File: config.mk
export PLATFORM = sky130hd
export DESIGN_NAME = midpoint_ellipse_rasterizer
export DESIGN_NICKNAME = d
export VERILOG_FILES = /design/src/hw/rtl/mer_pkg.sv /design/src/hw/rtl/mer_mul.sv /design/src/hw/rtl/mer_emit.sv /design/src/hw/rtl/midpoint_ellipse_rasterizer.sv
export SDC_FILE = /design/constraint.sdc
export NUM_CORES = 2
export LEC_CHECK = 0
export ABC_AREA = 1
export BUFFER_PORTS_ARGS = -buffer_cell sky130_fd_sc_hd__buf_2
export CELL_PAD_IN_SITES_DETAIL_PLACEMENT = 1
export CELL_PAD_IN_SITES_GLOBAL_PLACEMENT = 2
export CORE_MARGIN = 2
export CORE_UTILIZATION = 41
export CTS_CLUSTER_DIAMETER = 60
export DETAILED_ROUTE_END_ITERATION = 12
export GPL_ROUTABILITY_DRIVEN = 0
export PLACE_DENSITY_LB_ADDON = 0.3
export SYNTH_ARGS = -nofsm -noshare
export SYNTH_HDL_FRONTEND = slang
export SYNTH_HIERARCHICAL = 1
export SYNTH_SLANG_ARGS = --single-unit
File: constraint.sdc
create_clock -name i_clk -period 16.8 [get_ports i_clk]
set_clock_uncertainty 0.2 [all_clocks]
set_input_delay 0.84 -clock i_clk [delete_from_list [all_inputs] [get_ports i_clk]]
set_output_delay 0.84 -clock i_clk [all_outputs]
set_load 0.05 [all_outputs]
File: src/hw/rtl/mer_pkg.sv
// Shared constants and types of the midpoint ellipse rasteriser.
`timescale 1ns / 1ps

package mer_pkg;

    localparam int MAX_RADIUS = 1023;

    localparam int RAD_W   = 10;
    localparam int RSQ_W   = 20;
    localparam int X_W     = 12;
    localparam int Y_W     = 11;
    localparam int DEC_W   = 48;
    localparam int DSTEP_W = 36;
    localparam int MUL_A_W = 28;
    localparam int MUL_B_W = 21;
    localparam int PROD_W  = 48;

    localparam logic [RAD_W-1:0] RAD_MAX = RAD_W'(MAX_RADIUS);

    // point handed to the emitter; it expands into the mirror copies
    typedef struct packed {
        logic                  valid;
        logic signed [X_W-1:0] x;
        logic signed [Y_W-1:0] y;
        logic                  last;
    } t_emit_req;

endpackage

File: src/hw/rtl/mer_mul.sv
// Shared signed multiplier with registered product.
`timescale 1ns / 1ps

module mer_mul (
    input  logic                                 i_clk,
    input  logic signed [mer_pkg::MUL_A_W-1:0]   i_a,
    input  logic signed [mer_pkg::MUL_B_W-1:0]   i_b,
    output logic signed [mer_pkg::PROD_W-1:0]    o_prod
);

    logic signed [mer_pkg::MUL_A_W+mer_pkg::MUL_B_W-1:0] full_prod;
    logic signed [mer_pkg::PROD_W-1:0]                   r_prod;

    assign full_prod = i_a * i_b;

    always_ff @(posedge i_clk) begin
        r_prod <= full_prod[mer_pkg::PROD_W-1:0];
    end

    assign o_prod = r_prod;

endmodule

File: src/hw/rtl/mer_emit.sv
// Mirror-copy emitter: one quadrant copy per cycle into the output register, bar stalls.
`timescale 1ns / 1ps

module mer_emit (
    input  logic                               i_clk,
    input  logic                               i_rst_n,
    input  mer_pkg::t_emit_req                 i_req,
    output logic                               o_busy,
    output logic                               o_valid,
    input  logic                               i_ready,
    output logic signed [mer_pkg::X_W-1:0]     o_x_pos,
    output logic signed [mer_pkg::Y_W-1:0]     o_y_pos,
    output logic                               o_last
);

    logic                              r_busy, n_busy;
    logic [1:0]                        r_idx, n_idx;
    logic [3:0]                        r_mask, n_mask;
    logic signed [mer_pkg::X_W-1:0]    r_src_x, n_src_x;
    logic signed [mer_pkg::Y_W-1:0]    r_src_y, n_src_y;
    logic                              r_src_last, n_src_last;

    logic                              r_ov, n_ov;
    logic signed [mer_pkg::X_W-1:0]    r_ox, n_ox;
    logic signed [mer_pkg::Y_W-1:0]    r_oy, n_oy;
    logic                              r_ol, n_ol;

    logic                              load;
    logic [3:0]                        above;
    logic                              has_next;
    logic [1:0]                        next_idx;

    // copies still enabled after the current one
    assign above    = r_mask & (4'b1110 << r_idx);
    assign has_next = |above;
    assign load     = r_busy && (!r_ov || i_ready);

    always_comb begin
        next_idx = r_idx;
        for (int k = 3; k >= 0; k--) begin
            if (above[k]) begin
                next_idx = 2'(k);
            end
        end
    end

    always_comb begin
        n_busy     = r_busy;
        n_idx      = r_idx;
        n_mask     = r_mask;
        n_src_x    = r_src_x;
        n_src_y    = r_src_y;
        n_src_last = r_src_last;
        n_ov       = r_ov && !i_ready;
        n_ox       = r_ox;
        n_oy       = r_oy;
        n_ol       = r_ol;

        if (load) begin
            n_ov  = 1'b1;
            n_ox  = r_idx[0] ? -r_src_x : r_src_x;
            n_oy  = r_idx[1] ? -r_src_y : r_src_y;
            n_ol  = r_src_last && !has_next;
            n_idx = next_idx;
            if (!has_next) begin
                n_busy = 1'b0;
            end
        end

        if (i_req.valid) begin
            n_busy     = 1'b1;
            n_idx      = 2'd0;
            n_src_x    = i_req.x;
            n_src_y    = i_req.y;
            n_src_last = i_req.last;
            n_mask     = {(i_req.x != '0) && (i_req.y != '0), i_req.y != '0,
                          i_req.x != '0, 1'b1};
        end
    end

    always_ff @(posedge i_clk) begin
        if (!i_rst_n) begin
            r_busy <= 1'b0;
            r_ov   <= 1'b0;
            r_idx  <= 2'd0;
        end else begin
            r_busy <= n_busy;
            r_ov   <= n_ov;
            r_idx  <= n_idx;
        end
    end

    always_ff @(posedge i_clk) begin
        r_mask     <= n_mask;
        r_src_x    <= n_src_x;
        r_src_y    <= n_src_y;
        r_src_last <= n_src_last;
        r_ox       <= n_ox;
        r_oy       <= n_oy;
        r_ol       <= n_ol;
    end

    assign o_busy  = r_busy;
    assign o_valid = r_ov;
    assign o_x_pos = r_ox;
    assign o_y_pos = r_oy;
    assign o_last  = r_ol;

endmodule

File: src/hw/rtl/midpoint_ellipse_rasterizer.sv
// Top level: sequencer and datapath of the 2:1 midpoint ellipse rasteriser.
`timescale 1ns / 1ps

// Draws an ellipse with vertical radius r and horizontal radius 2r. A start
// request (mode 0) loads r and produces no points; it forms r^2 and then r^3
// in the one shared multiplier. Each step request (mode 1) yields one point
// of the first quadrant plus its mirror copies, copies with a negated zero
// coordinate left out, so 1 to 4 points leave per step; a step ends once the
// emitter has put every copy into the output register, one per cycle while
// the output is not stalled, and the step where region 2 begins first passes
// three products through the shared multiplier. o_last marks the final point
// of the ellipse; a step after that gives nothing until the next start. The
// block takes one request at a time.
module midpoint_ellipse_rasterizer (
    input  logic                               i_clk,
    input  logic                               i_rst_n,
    input  logic                               i_valid,
    output logic                               o_ready,
    input  logic                               i_mode,
    input  logic [mer_pkg::RAD_W-1:0]          i_radius,
    output logic                               o_valid,
    input  logic                               i_ready,
    output logic signed [mer_pkg::X_W-1:0]     o_x_pos,
    output logic signed [mer_pkg::Y_W-1:0]     o_y_pos,
    output logic                               o_last
);

    typedef enum logic [10:0] {
        S_IDLE = 11'b000_0000_0001,
        S_SQ   = 11'b000_0000_0010,
        S_CUBE = 11'b000_0000_0100,
        S_INIT = 11'b000_0000_1000,
        S_P1   = 11'b000_0001_0000,
        S_P2   = 11'b000_0010_0000,
        S_P3   = 11'b000_0100_0000,
        S_P4   = 11'b000_1000_0000,
        S_P5   = 11'b001_0000_0000,
        S_UPD  = 11'b010_0000_0000,
        S_EMIT = 11'b100_0000_0000
    } t_state;

    t_state                                 r_state, n_state;
    logic [mer_pkg::RAD_W-1:0]              r_rad, n_rad;
    logic [mer_pkg::RSQ_W-1:0]              r_ry2, n_ry2;
    logic signed [mer_pkg::X_W-1:0]         r_x, n_x;
    logic signed [mer_pkg::Y_W-1:0]         r_y, n_y;
    logic signed [mer_pkg::DEC_W-1:0]       r_dec, n_dec;
    logic signed [mer_pkg::DSTEP_W-1:0]     r_dx, n_dx;
    logic signed [mer_pkg::DSTEP_W-1:0]     r_dy, n_dy;
    logic signed [mer_pkg::MUL_A_W-1:0]     r_t, n_t;
    logic                                   r_reg2, n_reg2;
    logic                                   r_active, n_active;

    logic signed [mer_pkg::MUL_A_W-1:0]     mul_a;
    logic signed [mer_pkg::MUL_B_W-1:0]     mul_b;
    logic signed [mer_pkg::PROD_W-1:0]      prod;

    mer_pkg::t_emit_req                     emit_req;
    logic                                   emit_busy;

    logic                                   accept;
    logic signed [mer_pkg::DEC_W-1:0]       ry2_w;
    logic signed [mer_pkg::DSTEP_W-1:0]     dx_inc, dy_dec;
    logic signed [mer_pkg::DEC_W-1:0]       dx_inc_w, dy_dec_w;
    logic signed [mer_pkg::X_W+1:0]         two_x1;
    logic signed [mer_pkg::Y_W:0]           ym1;
    logic signed [mer_pkg::MUL_A_W-1:0]     sq_diff;
    logic signed [mer_pkg::DEC_W-1:0]       n4_adj;

    assign accept   = i_valid && o_ready;
    assign o_ready  = (r_state == S_IDLE);

    assign ry2_w    = {{(mer_pkg::DEC_W-mer_pkg::RSQ_W){1'b0}}, r_ry2};
    assign dx_inc   = r_dx + mer_pkg::DSTEP_W'({r_ry2, 1'b0});
    assign dy_dec   = r_dy - mer_pkg::DSTEP_W'({r_ry2, 3'b000});
    assign dx_inc_w = {{(mer_pkg::DEC_W-mer_pkg::DSTEP_W){dx_inc[mer_pkg::DSTEP_W-1]}}, dx_inc};
    assign dy_dec_w = {{(mer_pkg::DEC_W-mer_pkg::DSTEP_W){dy_dec[mer_pkg::DSTEP_W-1]}}, dy_dec};
    assign two_x1   = {r_x[mer_pkg::X_W-1], r_x, 1'b1};
    assign ym1      = {r_y[mer_pkg::Y_W-1], r_y} - (mer_pkg::Y_W+1)'(1);
    assign sq_diff  = prod[mer_pkg::MUL_A_W-1:0]
                    - {{(mer_pkg::MUL_A_W-mer_pkg::RSQ_W){1'b0}}, r_ry2};
    // quarter units back to whole units, rounding toward zero
    assign n4_adj   = prod + (prod[mer_pkg::PROD_W-1] ? mer_pkg::DEC_W'(3) : '0);

    always_comb begin
        mul_a = '0;
        mul_b = '0;
        case (r_state)
            S_SQ: begin
                mul_a = mer_pkg::MUL_A_W'(r_rad);
                mul_b = mer_pkg::MUL_B_W'(r_rad);
            end
            S_CUBE: begin
                mul_a = mer_pkg::MUL_A_W'(prod[mer_pkg::RSQ_W-1:0]);
                mul_b = mer_pkg::MUL_B_W'(r_rad);
            end
            S_P1: begin
                mul_a = mer_pkg::MUL_A_W'(two_x1);
                mul_b = mer_pkg::MUL_B_W'(two_x1);
            end
            S_P2: begin
                mul_a = mer_pkg::MUL_A_W'(ym1);
                mul_b = mer_pkg::MUL_B_W'(ym1);
            end
            S_P4: begin
                mul_a = r_t;
                mul_b = mer_pkg::MUL_B_W'(r_ry2);
            end
            default: begin
                mul_a = '0;
                mul_b = '0;
            end
        endcase
    end

    mer_mul u_mul (
        .i_clk  (i_clk),
        .i_a    (mul_a),
        .i_b    (mul_b),
        .o_prod (prod)
    );

    always_comb begin
        n_state  = r_state;
        n_rad    = r_rad;
        n_ry2    = r_ry2;
        n_x      = r_x;
        n_y      = r_y;
        n_dec    = r_dec;
        n_dx     = r_dx;
        n_dy     = r_dy;
        n_t      = r_t;
        n_reg2   = r_reg2;
        n_active = r_active;

        emit_req       = '0;
        emit_req.x     = r_x;
        emit_req.y     = r_y;

        case (r_state)
            S_IDLE: begin
                if (accept) begin
                    if (!i_mode) begin
                        n_rad   = (i_radius > mer_pkg::RAD_MAX) ? mer_pkg::RAD_MAX : i_radius;
                        n_state = S_SQ;
                    end else if (r_active) begin
                        if (!r_reg2 && !(r_dx < r_dy)) begin
                            n_state = S_P1;
                        end else begin
                            n_state = S_UPD;
                        end
                    end
                end
            end
            S_SQ: begin
                n_state = S_CUBE;
            end
            S_CUBE: begin
                n_ry2   = prod[mer_pkg::RSQ_W-1:0];
                n_state = S_INIT;
            end
            S_INIT: begin
                n_x      = '0;
                n_y      = mer_pkg::Y_W'(r_rad);
                n_dec    = (ry2_w <<< 1) - (prod <<< 2);
                n_dx     = '0;
                n_dy     = {prod[mer_pkg::DSTEP_W-4:0], 3'b000};
                n_reg2   = 1'b0;
                n_active = 1'b1;
                n_state  = S_IDLE;
            end
            S_P1: begin
                n_state = S_P2;
            end
            S_P2: begin
                n_t     = prod[mer_pkg::MUL_A_W-1:0];
                n_state = S_P3;
            end
            S_P3: begin
                n_t     = r_t + (sq_diff <<< 4);
                n_state = S_P4;
            end
            S_P4: begin
                n_state = S_P5;
            end
            S_P5: begin
                n_dec   = n4_adj >>> 2;
                n_reg2  = 1'b1;
                n_state = S_UPD;
            end
            S_UPD: begin
                if (!r_reg2) begin
                    n_x  = r_x + mer_pkg::X_W'(1);
                    n_dx = dx_inc;
                    if (r_dec[mer_pkg::DEC_W-1]) begin
                        n_dec = r_dec + ry2_w + dx_inc_w;
                    end else begin
                        n_y   = r_y - mer_pkg::Y_W'(1);
                        n_dy  = dy_dec;
                        n_dec = r_dec + ry2_w + dx_inc_w - dy_dec_w;
                    end
                end else begin
                    n_y  = r_y - mer_pkg::Y_W'(1);
                    n_dy = dy_dec;
                    if (r_dec > 0) begin
                        n_dec = r_dec + (ry2_w <<< 2) - dy_dec_w;
                    end else begin
                        n_x   = r_x + mer_pkg::X_W'(1);
                        n_dx  = dx_inc;
                        n_dec = r_dec + (ry2_w <<< 2) - dy_dec_w + dx_inc_w;
                    end
                end
                emit_req.valid = 1'b1;
                emit_req.last  = r_reg2 && (r_y == '0);
                if (r_reg2 && (r_y == '0)) begin
                    n_active = 1'b0;
                end
                n_state = S_EMIT;
            end
            S_EMIT: begin
                if (!emit_busy) begin
                    n_state = S_IDLE;
                end
            end
            default: begin
                n_state = S_IDLE;
            end
        endcase
    end

    always_ff @(posedge i_clk) begin
        if (!i_rst_n) begin
            r_state  <= S_IDLE;
            r_active <= 1'b0;
            r_reg2   <= 1'b0;
            r_rad    <= '0;
            r_ry2    <= '0;
            r_x      <= '0;
            r_y      <= '0;
            r_dec    <= '0;
            r_dx     <= '0;
            r_dy     <= '0;
        end else begin
            r_state  <= n_state;
            r_active <= n_active;
            r_reg2   <= n_reg2;
            r_rad    <= n_rad;
            r_ry2    <= n_ry2;
            r_x      <= n_x;
            r_y      <= n_y;
            r_dec    <= n_dec;
            r_dx     <= n_dx;
            r_dy     <= n_dy;
        end
    end

    always_ff @(posedge i_clk) begin
        r_t <= n_t;
    end

    mer_emit u_emit (
        .i_clk   (i_clk),
        .i_rst_n (i_rst_n),
        .i_req   (emit_req),
        .o_busy  (emit_busy),
        .o_valid (o_valid),
        .i_ready (i_ready),
        .o_x_pos (o_x_pos),
        .o_y_pos (o_y_pos),
        .o_last  (o_last)
    );

endmodule
==> flow_summary.yaml <==
routing:
  drc: 0
  drtIter0Drc: 5590
  wl_met3_um: 23500
  first_pass_iters: 8
  num_vias: 63700
  dr_wl_met2_um: 132000
  wl_met1_um: 112000
  vias_per_cell: 5.80
  drt-wirelength-per-cell_um: 26.6
  top_layer: "met5"
  finalWirelength_um: 292000
  ant_nets: 0
clocking:
  htree_levels: 2
  cts_tree: "built"
  postCtsSetupBuffers: 0
  cts_buffer_depth: 3
  path_clk_slew_ps: 60
  ctsResizeCount: 0
  clockRootBuffer: "clkbuf_16"
  ctsHoldBuffers: 0
  numCtsBuffers: 49
  clock_latency_ps: 650
  cts.sinks: 313
final_layout:
  drive_gt1_frac: 0.0474
  final_cell_area_um2: 64800
  final_util: 0.444
  areaGrowthSynthToFinish_pct: 7.29
  fin_nets: 10200
  stdcell_count: 11000
floorplanning:
  io_pins: 41
  start_util: 0.414
  core-area_um2: 146000
  dieArea_um2: 150000
  row_count: 140
  die-width_um: 388
  die_h_um: 388
status:
  violations: "capacitance limit"
  status: "finished, violations left"
grt:
  grt_pass1_vias: 67500
  antenna_found_initial: 10
  gr-total-overflow: 0
  grt_max_degree: 75
  track_usage: 0.383
  grt_pass1_wl_um: 430000
yosys:
  synth_compound_area_frac: 0.136
  yosys-top-cells-area: "fa_1 21%, nand2_1 14%, inv_1 11%"
  muxShareOfSynthArea: 0
  ys_seq_elements: 313
  synth-simple-area-share: 0.268
  synth_most_common_cell: "nand2_1"
  ys_async_sr_fraction: 0
  synthAdderAreaFrac: 0.313
  synth_cell_types: 74
  yosys-top-cells-count: "2211 x nand2_1, 1793 x inv_1, 794 x nor2_1"
  synth_xor_area_frac: 0.0366
  synth_top_family_by_area: "adder cells"
  yosysTopAreaCellShare: 0.209
  synth.avg_cell_area_um2: 6.67
  syn_area_um2: 60400
  yosysTopAreaCell: "fa_1"
  yosys_warnings: 6
  seq_area_frac_synth: 0.117
  synth_flop_cell: "dfxtp_1"
  syn_inst: 9059
  synth_edf_count: 79
setup_path:
  slowest_delay_ps: 930
  cp-start-kind: "flip-flop"
  cp_slowest_cell: "nor2_2"
  crit_arrival_ps: 10420
  cpMostUsedCell: "inv_1"
  worstSetupPathType: "reg -> reg"
  cp-end-kind: "flip-flop"
  worstRegToRegCells: 35
  required_ps: 17150
  cp_max_fo: 28
min_path:
  min_path_cells: 2
  holdCritPathClass: "in -> reg"
power_and_ir_drop:
  switching_share: 0.299
  combPwrFrac: 0.095
  p_int_mw: 1.44
  power_mw: 2.05
  peakVddDrop_v: 0.0000744
  leakage_nw: 35.7
  p_clk_frac: 0.526
  power.switching_mw: 0.615
  seqPwrFrac: 0.379
  p_per_area_nw_per_um2: 31.7
placed_design:
  io_buffers: 40
  dp_hpwl_um: 239000
  place_area_um2: 63100
  post-place-ws_ps: 6820
  dpl.cell_count: 10900
timing:
  fmax_mhz: 99.3
  finalHoldViolations: 0
  hold_slack_ps: 257
  min_period_ps: 10080
  tightestPinTransition_ps: 1480
  final.period_utilization: 0.600
  worst_slack_ps: 6720
  slew_headroom: 0.0112
  report.final.slew_viol_count: 0
  setup_viol: 0
  timing.setup.tns_ps: 0
  rsz0062_at_grt: "no"
job:
  max-cap-violations: 1
==> cell usage in the layout (no fill, tap or decap), types with 15 or more instances in the layout <==
cell,n
a211oi_1,15
a21o_1,40
a21oi_1,635
a31oi_1,41
buf_2,40
buf_4,110
clkbuf_16,51
dfxtp_1,234
edfxtp_1,79
fa_1,631
ha_1,500
inv_1,1792
inv_2,19
nand2_1,2210
nand2_2,17
nand3_1,421
nand3b_1,16
nand4_1,116
nor2_1,792
nor3_1,119
nor4_1,44
o211ai_1,65
o21a_1,38
o21ai_0,429
o21ai_2,25
o21bai_1,48
or2_2,41
xnor2_1,72
xor2_1,180
==> power by group through the flow <==
stage               sequential [mW]  clock, mW  combinational, mW
floorplan                     0.792          0              0.115
global placement              0.795          0              0.182
global route                  0.779       1.12              0.208
detailed placement            0.795          0              0.185
CTS                           0.779       1.09              0.186
finish                        0.780       1.08              0.195
==> kinds of logic after synthesis <==
kind of cell / Yosys count
and+or+nand+nor: 3852
buffers and inverters: 2057
AOI/OAI and AO/OA: 1452
adders and majority gates: 1131
DFF: 313
xor gates and xnor gates: 252
other: 2
==> cell type report <==
cell class                      instances  area, um^2
Fill cell                           19100       81100
Multi-Input combinational cell       6690       45800
Sequential cell                       313        7060
Inverter                             1815        6810
Tap cell                             1917        2400
Clock buffer                           58        1330
Timing Repair Buffer                  150        1030
Clock inverter                         33         345
Antenna cell                            4        10.0
==> sequential cells by signal (all words and copies together), names as in the netlist, 2 cells and up <==
register,count
r_dec,48
u_mul/o_prod,48
r_dx,35
r_dy,33
r_t,28
r_ry2,20
r_x,12
u_emit/o_x_pos,12
u_emit/r_src_x,12
r_state,11
r_y,11
u_emit/o_y_pos,11
u_emit/r_src_y,11
r_rad,10
u_emit/r_mask,3
u_emit/r_idx,2
==> worst paths after layout <==
check / from / to / slack, ps
worst max-delay path: r_state[7] / u_mul/o_prod[46] / 6720
worst min-delay path: i_mode / r_state[1] / 260
worst max register to register: r_state[7] / u_mul/o_prod[46] / 6720
worst min register to register: u_emit/r_src_x[0] / u_emit/o_x_pos[0] / 270
==> worst max-delay path: cells and delay by family (launching register included) <==
| family | cells | cell delay [ps] |
|---|---|---|
| buf+inv | 12 | 1970 |
| compound gates | 1 | 150 |
| fa+ha+maj | 8 | 4470 |
| flops | 1 | 370 |
| simple gates | 14 | 2810 |
==> routing by layer <==
layer / vias to the layer above / global-route usage
li1: 28500 / -
met4: 18 / 0.265
met5: - / 0.00159
met3: 973 / 0.0800
met2: 2526 / 0.623
met1: 31600 / 0.451
(Power assumes the default switching activity.)
